--- src/sv/mmst_pkg.sv ---
// Package for the multi-mode string tokenizer: sizes, mode and register codes,
// result record and small helpers. No dependencies.
`default_nettype none

package mmst_pkg;

    localparam int MaxSepLen   = 8;
    localparam int PosWidth    = 16;
    localparam int CfgIdxWidth = 8;
    localparam int CfgDataWidth = 64;
    localparam int SepLenWidth = $clog2(MaxSepLen + 1);

    typedef logic [PosWidth-1:0] pos_t;
    localparam pos_t PosMax = '1;

    typedef enum logic [1:0] {
        MODE_WHITESPACE = 2'd0,
        MODE_SINGLE     = 2'd1,
        MODE_CHARSET    = 2'd2,
        MODE_STRING     = 2'd3
    } split_mode_t;

    typedef logic [CfgIdxWidth-1:0] cfg_idx_t;
    localparam cfg_idx_t CFG_SPLIT_MODE = cfg_idx_t'(0);
    localparam cfg_idx_t CFG_SEP_BYTES  = cfg_idx_t'(1);
    localparam cfg_idx_t CFG_SEP_LEN    = cfg_idx_t'(2);
    localparam cfg_idx_t CFG_MAX_TOKENS = cfg_idx_t'(3);

    typedef struct packed {
        logic        token_valid;
        logic [15:0] token_index;
        pos_t        token_start;
        pos_t        token_len;
        logic        string_done;
        logic [15:0] token_total;
        logic        offset_overflow;
    } result_t;

    function automatic pos_t sat_inc(input pos_t v);
        return (v == PosMax) ? PosMax : pos_t'(v + pos_t'(1));
    endfunction

    function automatic logic [7:0] sep_at(input logic [8*MaxSepLen-1:0] b,
                                          input logic [2:0] k);
        return b[{k, 3'b000} +: 8];
    endfunction

endpackage

`default_nettype wire

--- src/sv/mmst_ifs.sv ---
// Channel interfaces of the tokenizer: byte input, token output, register write.
// Depends on mmst_pkg.
`default_nettype none

interface mmst_in_if;
    import mmst_pkg::*;
    logic       valid;
    logic       ready;
    logic [7:0] char_byte;
    logic       end_of_string;
    modport source (output valid, char_byte, end_of_string, input ready);
    modport sink   (input valid, char_byte, end_of_string, output ready);
endinterface

interface mmst_out_if;
    import mmst_pkg::*;
    logic        valid;
    logic        ready;
    logic        token_valid;
    logic [15:0] token_index;
    pos_t        token_start;
    pos_t        token_len;
    logic        string_done;
    logic [15:0] token_total;
    logic        offset_overflow;
    modport source (output valid, token_valid, token_index, token_start, token_len,
                    string_done, token_total, offset_overflow, input ready);
    modport sink   (input valid, token_valid, token_index, token_start, token_len,
                    string_done, token_total, offset_overflow, output ready);
endinterface

interface mmst_cfg_if;
    import mmst_pkg::*;
    logic                    valid;
    logic                    ready;
    cfg_idx_t                wr_index;
    logic [CfgDataWidth-1:0] wr_data;
    modport source (output valid, wr_index, wr_data, input ready);
    modport sink   (input valid, wr_index, wr_data, output ready);
endinterface

`default_nettype wire

--- src/sv/multi_mode_string_tokenizer_core.sv ---
// Top level of the multi-mode string tokenizer: input register, scan logic, result register.
// Depends on mmst_pkg and the interfaces in mmst_ifs.sv.
//
//   channel    dir   payload                                        accepted when
//   char_in    in    char_byte, end_of_string                       valid && ready
//   token_out  out   token_valid/index/start/len, string_done,      valid && ready
//                    token_total, offset_overflow
//   cfg        in    wr_index, wr_data                              valid && ready (always ready)
//
// One request per cycle sustained while the result register is not stalled; a result passes
// through the input register, then the single-pass scan into the result register. A stalled
// result register holds the input register; the input takes a new request in the cycle its
// register drains. Requests that end neither a reported token nor a string leave no result.
// Reset clears control and state registers at once, not the result data; no clearing pass.
`default_nettype none

module multi_mode_string_tokenizer_core (
    input  wire logic     clk,
    input  wire logic     rst_n,
    mmst_in_if.sink       char_in,
    mmst_out_if.source    token_out,
    mmst_cfg_if.sink      cfg
);
    import mmst_pkg::*;

    split_mode_t              split_mode_reg;
    logic [8*MaxSepLen-1:0]   sep_bytes_reg;
    logic [3:0]               sep_len_reg;
    logic [15:0]              max_tokens_reg;

    logic       in_valid_reg;
    logic [7:0] in_byte_reg;
    logic       in_eos_reg;

    pos_t        byte_pos_reg,  byte_pos_next;
    pos_t        seg_start_reg, seg_start_next;
    pos_t        seg_len_reg,   seg_len_next;
    logic [7:0]  recent_reg  [MaxSepLen];
    logic [7:0]  recent_next [MaxSepLen];
    logic [15:0] tokens_reg,    tokens_next;
    logic        ovf_reg,       ovf_next;

    logic    out_valid_reg;
    result_t result_reg, result_next;

    logic                   process;
    logic                   have_result;
    logic [SepLenWidth-1:0] eff_len;
    logic                   match_by_len [MaxSepLen];
    logic                   in_set;
    logic                   is_ws;
    logic                   str_match;
    logic                   have_token;
    logic                   report;
    pos_t                   tok_start;
    pos_t                   tok_len;
    pos_t                   start_eff;
    pos_t                   len_inc;

    assign process       = in_valid_reg && (!out_valid_reg || token_out.ready);
    assign char_in.ready = !in_valid_reg || process;
    assign cfg.ready     = 1'b1;

    always_comb
    begin
        if (sep_len_reg == 4'd0)
            eff_len = SepLenWidth'(1);
        else if (32'(sep_len_reg) > MaxSepLen)
            eff_len = SepLenWidth'(MaxSepLen);
        else
            eff_len = SepLenWidth'(sep_len_reg);
    end

    // shifted window, newest byte first
    always_comb
    begin
        recent_next[0] = in_byte_reg;
        for (int j = 1; j < MaxSepLen; j++)
            recent_next[j] = recent_reg[j-1];
    end

    always_comb
    begin
        in_set = 1'b0;
        for (int k = 0; k < MaxSepLen; k++)
            if ((k < 32'(eff_len)) && (sep_at(sep_bytes_reg, 3'(k)) == in_byte_reg))
                in_set = 1'b1;
    end

    // one match term per possible separator length
    always_comb
    begin
        for (int l = 1; l <= MaxSepLen; l++)
        begin
            match_by_len[l-1] = 1'b1;
            for (int j = 0; j < MaxSepLen; j++)
                if ((j < l) && (recent_next[j] != sep_at(sep_bytes_reg, 3'(l - 1 - j))))
                    match_by_len[l-1] = 1'b0;
        end
    end

    assign str_match = match_by_len[3'(eff_len - SepLenWidth'(1))];
    assign is_ws     = ((in_byte_reg >= 8'd9) && (in_byte_reg <= 8'd13)) ||
                       (in_byte_reg == 8'd32);
    assign start_eff = (seg_len_reg == '0) ? byte_pos_reg : seg_start_reg;
    assign len_inc   = sat_inc(seg_len_reg);

    always_comb
    begin
        byte_pos_next  = byte_pos_reg;
        seg_start_next = seg_start_reg;
        seg_len_next   = seg_len_reg;
        ovf_next       = ovf_reg;
        have_token     = 1'b0;
        tok_start      = seg_start_reg;
        tok_len        = seg_len_reg;

        if (in_eos_reg)
        begin
            have_token = (seg_len_reg != '0);
        end
        else
        begin
            if (byte_pos_reg == PosMax)
                ovf_next = 1'b1;
            byte_pos_next = sat_inc(byte_pos_reg);
            unique case (split_mode_reg)
                MODE_WHITESPACE, MODE_CHARSET:
                begin
                    if ((split_mode_reg == MODE_WHITESPACE) ? is_ws : in_set)
                    begin
                        have_token   = (seg_len_reg != '0);
                        seg_len_next = '0;
                    end
                    else
                    begin
                        seg_start_next = start_eff;
                        seg_len_next   = len_inc;
                    end
                end
                MODE_SINGLE:
                begin
                    seg_start_next = start_eff;
                    tok_start      = start_eff;
                    if (in_byte_reg == sep_at(sep_bytes_reg, 3'd0))
                    begin
                        have_token   = 1'b1;
                        seg_len_next = '0;
                    end
                    else
                        seg_len_next = len_inc;
                end
                MODE_STRING:
                begin
                    seg_start_next = start_eff;
                    tok_start      = start_eff;
                    tok_len        = len_inc - pos_t'(eff_len);
                    if ((len_inc >= pos_t'(eff_len)) && str_match)
                    begin
                        have_token   = 1'b1;
                        seg_len_next = '0;
                    end
                    else
                        seg_len_next = len_inc;
                end
                default:
                begin
                    seg_len_next = seg_len_reg;
                end
            endcase
        end

        report      = have_token && (tokens_reg < max_tokens_reg);
        have_result = report || in_eos_reg;
        tokens_next = tokens_reg + 16'(report);

        result_next.token_valid     = report;
        result_next.token_index     = report ? tokens_reg : 16'd0;
        result_next.token_start     = report ? tok_start : '0;
        result_next.token_len       = report ? tok_len : '0;
        result_next.string_done     = in_eos_reg;
        result_next.token_total     = tokens_next;
        result_next.offset_overflow = ovf_next;
    end

    always_ff @(posedge clk or negedge rst_n)
    begin
        if (!rst_n)
        begin
            split_mode_reg <= MODE_WHITESPACE;
            sep_bytes_reg  <= (8*MaxSepLen)'(44);
            sep_len_reg    <= 4'd1;
            max_tokens_reg <= 16'hFFFF;
        end
        else if (cfg.valid && cfg.ready)
        begin
            unique case (cfg.wr_index)
                CFG_SPLIT_MODE: split_mode_reg <= split_mode_t'(cfg.wr_data[1:0]);
                CFG_SEP_BYTES:  sep_bytes_reg  <= cfg.wr_data[8*MaxSepLen-1:0];
                CFG_SEP_LEN:    sep_len_reg    <= cfg.wr_data[3:0];
                CFG_MAX_TOKENS: max_tokens_reg <= cfg.wr_data[15:0];
                default:        ;
            endcase
        end
    end

    always_ff @(posedge clk or negedge rst_n)
    begin
        if (!rst_n)
        begin
            in_valid_reg  <= 1'b0;
            in_byte_reg   <= 8'd0;
            in_eos_reg    <= 1'b0;
            out_valid_reg <= 1'b0;
            byte_pos_reg  <= '0;
            seg_start_reg <= '0;
            seg_len_reg   <= '0;
            tokens_reg    <= 16'd0;
            ovf_reg       <= 1'b0;
            for (int j = 0; j < MaxSepLen; j++)
                recent_reg[j] <= 8'd0;
        end
        else
        begin
            if (char_in.valid && char_in.ready)
            begin
                in_valid_reg <= 1'b1;
                in_byte_reg  <= char_in.char_byte;
                in_eos_reg   <= char_in.end_of_string;
            end
            else if (process)
                in_valid_reg <= 1'b0;

            if (process)
                out_valid_reg <= have_result;
            else if (token_out.ready)
                out_valid_reg <= 1'b0;

            if (process)
            begin
                if (in_eos_reg)
                begin
                    byte_pos_reg  <= '0;
                    seg_start_reg <= '0;
                    seg_len_reg   <= '0;
                    tokens_reg    <= 16'd0;
                    ovf_reg       <= 1'b0;
                    for (int j = 0; j < MaxSepLen; j++)
                        recent_reg[j] <= 8'd0;
                end
                else
                begin
                    byte_pos_reg  <= byte_pos_next;
                    seg_start_reg <= seg_start_next;
                    seg_len_reg   <= seg_len_next;
                    tokens_reg    <= tokens_next;
                    ovf_reg       <= ovf_next;
                    for (int j = 0; j < MaxSepLen; j++)
                        recent_reg[j] <= recent_next[j];
                end
            end
        end
    end

    always_ff @(posedge clk)
    begin
        if (process && have_result)
            result_reg <= result_next;
    end

    assign token_out.valid           = out_valid_reg;
    assign token_out.token_valid     = result_reg.token_valid;
    assign token_out.token_index     = result_reg.token_index;
    assign token_out.token_start     = result_reg.token_start;
    assign token_out.token_len       = result_reg.token_len;
    assign token_out.string_done     = result_reg.string_done;
    assign token_out.token_total     = result_reg.token_total;
    assign token_out.offset_overflow = result_reg.offset_overflow;

endmodule

`default_nettype wire

--- src/flat_wrapper.sv ---
// flat-port wrapper written by rule: the top's interface ports become plain ports
module multi_mode_string_tokenizer_core_flat import mmst_pkg::*;
  (clk, rst_n, char_in_valid, char_in_char_byte, char_in_end_of_string, char_in_ready, token_out_valid, token_out_token_valid, token_out_token_index, token_out_token_start, token_out_token_len, token_out_string_done, token_out_token_total, token_out_offset_overflow, token_out_ready, cfg_valid, cfg_wr_index, cfg_wr_data, cfg_ready);
  mmst_in_if char_in_i ();
  mmst_out_if token_out_i ();
  mmst_cfg_if cfg_i ();
  input  wire logic clk;
  input  wire logic rst_n;
  input wire logic [$bits(char_in_i.valid)-1:0] char_in_valid;
  input wire logic [$bits(char_in_i.char_byte)-1:0] char_in_char_byte;
  input wire logic [$bits(char_in_i.end_of_string)-1:0] char_in_end_of_string;
  output wire logic [$bits(char_in_i.ready)-1:0] char_in_ready;
  output wire logic [$bits(token_out_i.valid)-1:0] token_out_valid;
  output wire logic [$bits(token_out_i.token_valid)-1:0] token_out_token_valid;
  output wire logic [$bits(token_out_i.token_index)-1:0] token_out_token_index;
  output wire logic [$bits(token_out_i.token_start)-1:0] token_out_token_start;
  output wire logic [$bits(token_out_i.token_len)-1:0] token_out_token_len;
  output wire logic [$bits(token_out_i.string_done)-1:0] token_out_string_done;
  output wire logic [$bits(token_out_i.token_total)-1:0] token_out_token_total;
  output wire logic [$bits(token_out_i.offset_overflow)-1:0] token_out_offset_overflow;
  input wire logic [$bits(token_out_i.ready)-1:0] token_out_ready;
  input wire logic [$bits(cfg_i.valid)-1:0] cfg_valid;
  input wire logic [$bits(cfg_i.wr_index)-1:0] cfg_wr_index;
  input wire logic [$bits(cfg_i.wr_data)-1:0] cfg_wr_data;
  output wire logic [$bits(cfg_i.ready)-1:0] cfg_ready;
  assign char_in_i.valid = char_in_valid;
  assign char_in_i.char_byte = char_in_char_byte;
  assign char_in_i.end_of_string = char_in_end_of_string;
  assign char_in_ready = char_in_i.ready;
  assign token_out_valid = token_out_i.valid;
  assign token_out_token_valid = token_out_i.token_valid;
  assign token_out_token_index = token_out_i.token_index;
  assign token_out_token_start = token_out_i.token_start;
  assign token_out_token_len = token_out_i.token_len;
  assign token_out_string_done = token_out_i.string_done;
  assign token_out_token_total = token_out_i.token_total;
  assign token_out_offset_overflow = token_out_i.offset_overflow;
  assign token_out_i.ready = token_out_ready;
  assign cfg_i.valid = cfg_valid;
  assign cfg_i.wr_index = cfg_wr_index;
  assign cfg_i.wr_data = cfg_wr_data;
  assign cfg_ready = cfg_i.ready;
  multi_mode_string_tokenizer_core u_core (.clk(clk), .rst_n(rst_n), .char_in(char_in_i), .token_out(token_out_i), .cfg(cfg_i));
endmodule
--- config.mk ---
export PLATFORM = sky130hd
export DESIGN_NAME = multi_mode_string_tokenizer_core_flat
export DESIGN_NICKNAME = d
export VERILOG_FILES = /design/src/sv/mmst_pkg.sv /design/src/sv/mmst_ifs.sv /design/src/sv/multi_mode_string_tokenizer_core.sv /design/src/flat_wrapper.sv
export SDC_FILE = /design/constraint.sdc
export NUM_CORES = 1
export LEC_CHECK = 0
export ABC_AREA = 1
export BUFFER_PORTS_ARGS = -buffer_cell sky130_fd_sc_hd__buf_4
export CAP_MARGIN = 25
export CORE_MARGIN = 2
export CORE_UTILIZATION = 55
export CTS_CLUSTER_SIZE = 14
export DETAILED_ROUTE_END_ITERATION = 8
export PLACE_DENSITY = 0.77
export SETUP_SLACK_MARGIN = 0.4
export SLEW_MARGIN = 20
export SYNTH_ARGS = -nofsm -noshare
export SYNTH_HDL_FRONTEND = slang
export SYNTH_SLANG_ARGS = --single-unit
--- constraint.sdc ---
create_clock -name clk -period 6 [get_ports clk]
set_input_delay 1.8 -clock clk [delete_from_list [all_inputs] [get_ports clk]]
set_output_delay 1.8 -clock clk [all_outputs]
set_load 0.01 [all_outputs]
==> After elaboration in Yosys (flattened, before gate mapping) <==
Index checks and enable logic that the tools add are counted.
{ "word_totals": {"ff_bits": 285, "in_bits": 86, "out_inout_bits": 70, "wordCells": 216} }
{ "op_classes": {"add_sub_neg": 5, "n_lt_le_gt_ge": 14, "eq_ne": 55, "muxes": 80, "n_bitwise": 1, "n_reduce_logical": 34} }
{ "op_table": {"columns": ["cell", "count"], "rows": [
  ["!= test 8 bit", 36],
  ["2-to-1 mux 16 bit", 15],
  ["equality test 8 bit", 9],
  ["2-to-1 mux 64 bit", 1],
  ["2-to-1 mux 1 bit", 58],
  ["one-hot mux 16 bit (3 select lines)", 1],
  ["adder 16 x 1 -> 16 bit (second input constant)", 2],
  ["equality test 16 bit (second input constant)", 2],
  ["one-hot mux 16 bit (2 select lines)", 1],
  ["adder 16 x 1 -> 16 bit", 1],
  ["equality test 8 x 2 -> 1 bit (second input constant)", 2],
  [">= comparator 16 x 4 -> 1 bit", 1],
  ["logical NOT 16 bit", 1],
  ["< comparator 16 bit", 1],
  ["< comparator 3 x 4 -> 1 bit (first input constant)", 4],
  ["nonzero test 16 bit", 1],
  ["subtractor 16 x 4 -> 16 bit", 1],
  ["logical AND 1 bit", 14],
  ["AND reduction 2 bit", 5],
  ["equality test 8 x 1 -> 1 bit (second input constant)", 1],
  ["equality test 8 x 6 -> 1 bit (second input constant)", 1],
  [">= comparator 8 x 4 -> 1 bit (second input constant)", 1],
  ["<= comparator 8 x 4 -> 1 bit (second input constant)", 1],
  ["logical NOT 8 bit", 1],
  ["other kinds (18)", 28]
]} }

==> Logic depth before layout (Yosys ltp) <==
{ "logic_depth": {"ltp_word": 20, "depth_mapped": 31, "ltp_nobuf": 31} }

==> Worst setup path before layout <==
No wires, ideal clock.
{ "synth_timing": {"path_type": "register to register", "start": "register u_core.seg_len_reg[0]", "end": "register u_core.result_reg, in the netlist u_core.token_out.offset_overflow (enable)", "setup_ns": 0.421, "arrival_time_ns": 3.962, "required_time_ns": 5.579, "path_slack_ns": 1.617, "path_stages_with_launch": 22, "path_buffers": 0, "synth_period_minus_slack_ns": 4.383, "path_cell_list": "dfrtp_1 ha_1 nand3_2 inv_1 nand2_2 nor2_4 nor2_1 ha_1 fa_1 nor2_1 a211oi_1 nand3_2 nor2_1 nand3_2 nor2_2 a21oi_2 nand3_2 nand2_2 nand2_2 o21bai_1 nand2_1 inv_1"} }
{ "synth_via": {"elab_chain_cells": 10, "word_cells_on_any_way": 13, "cone_classes": "add/sub (1); order compare (1); eq/ne (1); mux (5); reduce/logical (5)"} }
{ "synth_lines": {"columns": ["item", "line_no", "source"], "rows": [
  ["from (decl)", "multi_mode_string_tokenizer_core.sv:37", "pos_t seg_len_reg, seg_len_next;"],
  ["from (signal assigned)", "multi_mode_string_tokenizer_core.sv:255", "seg_len_reg <= seg_len_next;"],
  ["adder 16 x 1 -> 16 bit or equality test 16 bit (tied branches)", "mmst_pkg.sv:40", "return (v == PosMax) ? PosMax : pos_t'(v + pos_t'(1));"],
  ["2-to-1 mux 16 bit", "mmst_pkg.sv:40", null],
  [">= comparator 16 x 4 -> 1 bit", "multi_mode_string_tokenizer_core.sv:158", "if ((len_inc >= pos_t'(eff_len)) && str_match)"],
  ["logical AND 1 bit", "multi_mode_string_tokenizer_core.sv:158", null],
  ["2-to-1 mux 1 bit", "multi_mode_string_tokenizer_core.sv:158", null],
  ["one-hot mux 1 bit (3 select lines)", "multi_mode_string_tokenizer_core.sv:127", "unique case (split_mode_reg)"],
  ["2-to-1 mux 1 bit *", "multi_mode_string_tokenizer_core.sv:118", "if (in_eos_reg)"],
  ["logical AND 1 bit *", "multi_mode_string_tokenizer_core.sv:173", "report = have_token && (tokens_reg < max_tokens_reg);"],
  ["logical OR 1 bit *", "multi_mode_string_tokenizer_core.sv:174", "have_result = report || in_eos_reg;"],
  ["logical AND 1 bit *", "multi_mode_string_tokenizer_core.sv:267", "if (process && have_result)"],
  ["to (signal assigned)", "multi_mode_string_tokenizer_core.sv:268", "result_reg <= result_next;"],
  ["to (decl)", "multi_mode_string_tokenizer_core.sv:44", "result_t result_reg, result_next;"]
]} }
Mark *: on every way between the ends. The rest lies on a longest branch, timed or not.
A chain may end at the register's enable or synchronous reset.

==> results.md <==
* Status: complete, no violations
* Max_cap viols at 0
* EDFF count, synth at 67
* Post-DP HPWL at 45,100 um
* Final worst slack at 0.898 ns
* Gr usage total at a little under two fifths
* Worst endpoint required time at 6.34 ns
* Ports at approximately 160
* Worst slack, placed at 0.900 ns
* Die width at roughly 180 um
* Hold_buf cts at 0
* Initial antenna violation count at 0
* Tmin final at 5.10 ns
* Max incr delay on CP at 0.41 ns
* Setup TNS at 0 ns
* Worst slew pin tran at about 0.94 ns
* Sequential share of the synthesized area at 43.2%
* Syn nets at 2,413
* Maximum VDD drop at 298 uV
* Post-Syn Area per Cell at between 7 and 8 um2
* Clk_lat worst skew at 0.59 ns
* Flop and latch count out of synthesis at 285
* Fmax at 196 MHz
* Worst slew margin at roughly 37%
* Die ar. at approximately 33,000 um2
* Synthesized instance count at 2,300
* Routed via count at 16,300
* Root Driver: clkbuf_16
* CP most frequent cell: nor2_1
* Post-synthesis xor/xnor area fraction at 7.47%
* Fin crit share at 85.0%
* Crit path max fanout at 4
* Hold crit path type: register to register
* Adder-Cell Fraction of Synth Area at under 10%
* Asr flop ratio synth at 76.5%
* RSZ-0062 raised after global routing: false
* Worst setup EP type: register
* Core Box Area at 31,300 um2
* Reg clk slew, reported paths at approximately 0.06 ns
* CTS resizes at 0
* Cell Pwr Density at 300 nW/um2
* Largest family of logic cells by synthesized area: simple AND/OR/NAND/NOR gates
* Synth Flop Type: dfrtp_1
* Slowest cell on the critical path: dfrtp_1
* Hold Vio Cnt, Final at 0
* Vias per Instance at 5.79
* Critical path class: register to register
* Synth cell types at 48
* TritonCTS Buffers at 31
* Starting density of the core at 55.4%
* Count leader, synth: nand2_1
* Post-route DRC violation count at 0
* Leading area contributor after synthesis: dfrtp_1
* Critical Path Source Type: register
* Post-CTS setup buffers at 0
* Height of the die at 182 um
* Mux contribution to synthesized area at 0.908%
* Routed Antenna Nets at 0
* DRT Pass-1 Iters at 9
* H-tree depth at 1
* Vias in the first global route at ~16,000
* Largest cells by area after synthesis: dfrtp_1 29%, nand2_1 15%, edfxtp_1 12%
* I/O Buffers at between 150 and 200
* Mapped Area at between 15,000 and 20,000 um2
* Sink Count at between 200 and 300
* Clock Path Buffers at 3
* Worst Clk Skew at 0.0148 ns
* Synth top area share at 28.6%
* Initial DRC count at ~1,700
* # diodes at 0
* Setup violators final at 0
* Routed len/inst at 21.5 um
* Largest net degree at the start of global routing at 75
* Area growth from synthesis to layout at 13.4%
* Simple logic cell fraction of the synthesized area at between 20% and 30%
* Routed WL at 60,700 um
* Crit path DAT at roughly 5.4 ns
* Synth cell count leaders: 694 x nand2_1, 262 x nor2_1, 241 x inv_1, 198 x dfrtp_1, 148 x o21ai_0
* Synth Warn # at 0
* RD Place Congestion at 1.07
* Share of layout cells above drive strength 1 at 13.7%
* Grt ovf at 0
* Max FFs per register at 64
* First-pass GRT wire length at 92,100 um
* TritonCTS clock tree: done
* Max-slew violation count at 0
* Leak Pwr at 9.09 nW
* Row cnt at 65
* NumNets Final at 2,503
* Compound-cell area share of the yosys netlist at 10.1%
==> per-layer routing <==
| layer | share of wire [%] | up-vias | global-route usage [%] |
|---|---|---|---|
| met3 | 9.0 | 189 | 5.62 |
| met1 | 39 | 7671 | 47.7 |
| li1 | - | 7486 | - |
| met2 | 47 | 975 | 60.4 |
| met5 | 0 | - | 0 |
| met4 | 5.5 | 0 | 17.4 |
==> power breakdown <==
group          internal (W)  switching, W
combinational      0.000492       0.00101
clock               0.00117      0.000835
sequential          0.00215      0.000241
total               0.00381       0.00209
==> final cells by class <==
cell class	instances	area, um2
fill	2726	11600
multi-input combinational	1635	8300
sequential	285	7490
timing repair buffer	177	1350
inverter	260	976
clock buffer	42	857
tap	402	503
clock inverter	16	200
==> cells by family after synthesis <==
logic type	count (synthesis)
fa+ha+maj	27
simple gates	1126
compound gates	319
flops	285
other cells	1
mux	14
buf+inv	380
xor+xnor	148
==> placed cells by master, fill, tap and decap left out, drive strengths merged <==
cell type    n
fa           1
o211ai       2
or2          4
nand3       54
xor2       101
nand2      699
or4          1
clkinv      11
a211oi       1
ha          26
a21boi       1
bufinv       4
o21ai      157
dfstp       20
nand3b       2
buf        176
mux2        14
xnor2       47
o22ai       81
o21bai       1
clkbuf      43
nor3        15
inv        261
a2111oi      1
nor4         5
o221ai       1
edfxtp      67
dfrtp      198
nor3b        1
nand4       56
a31oi        1
a21oi       72
conb         1
o31ai        1
nor2       289
==> critical path: cells and delay by family (launching register included) <==
family	cells	cell delay, ns
xor+xnor	1	0.24
buf+inv	3	0.30
fa+ha+maj	4	1.03
flops	1	0.41
simple gates	20	2.48
compound gates	3	0.39
==> path summary, 6_finish.rpt <==
path / from / end / slack (ns) / depth (start not counted)
max reg2reg: u_core.seg_len_reg[1]$_DFFE_PN0P_ / u_core.token_out.token_total[15]$_DFFE_PP_ / 0.90 / 31
min reg2reg: u_core.max_tokens_reg[14]$_DFFE_PN1P_ / u_core.max_tokens_reg[14]$_DFFE_PN1P_ / 0.49 / 2
max in group asynchronous: rst_n / u_core.recent_next[32]$_DFFE_PN0P_ / 3.78 / 2
min: u_core.max_tokens_reg[14]$_DFFE_PN1P_ / u_core.max_tokens_reg[14]$_DFFE_PN1P_ / 0.49 / 2
min in group asynchronous: rst_n / u_core.tokens_reg[8]$_DFFE_PN0P_ / 1.21 / 1
max: u_core.seg_len_reg[1]$_DFFE_PN0P_ / u_core.token_out.token_total[15]$_DFFE_PP_ / 0.90 / 31
==> through the flow <==
step	cells	utilization, %	total power, W	cell area (um2)	hold slack [ns]
floorplan	2300	-	0.00333	17400	0.453
global placement	2759	59.5	0.00387	18600	0.473
CTS	2817	62.8	0.00588	19700	0.496
global route	2817	62.9	0.00615	19700	0.504
detailed placement	2759	59.5	0.00388	18600	0.483
finish	2817	62.9	0.00590	19700	0.492
Note: power is estimated with default switching activity, not from simulation.
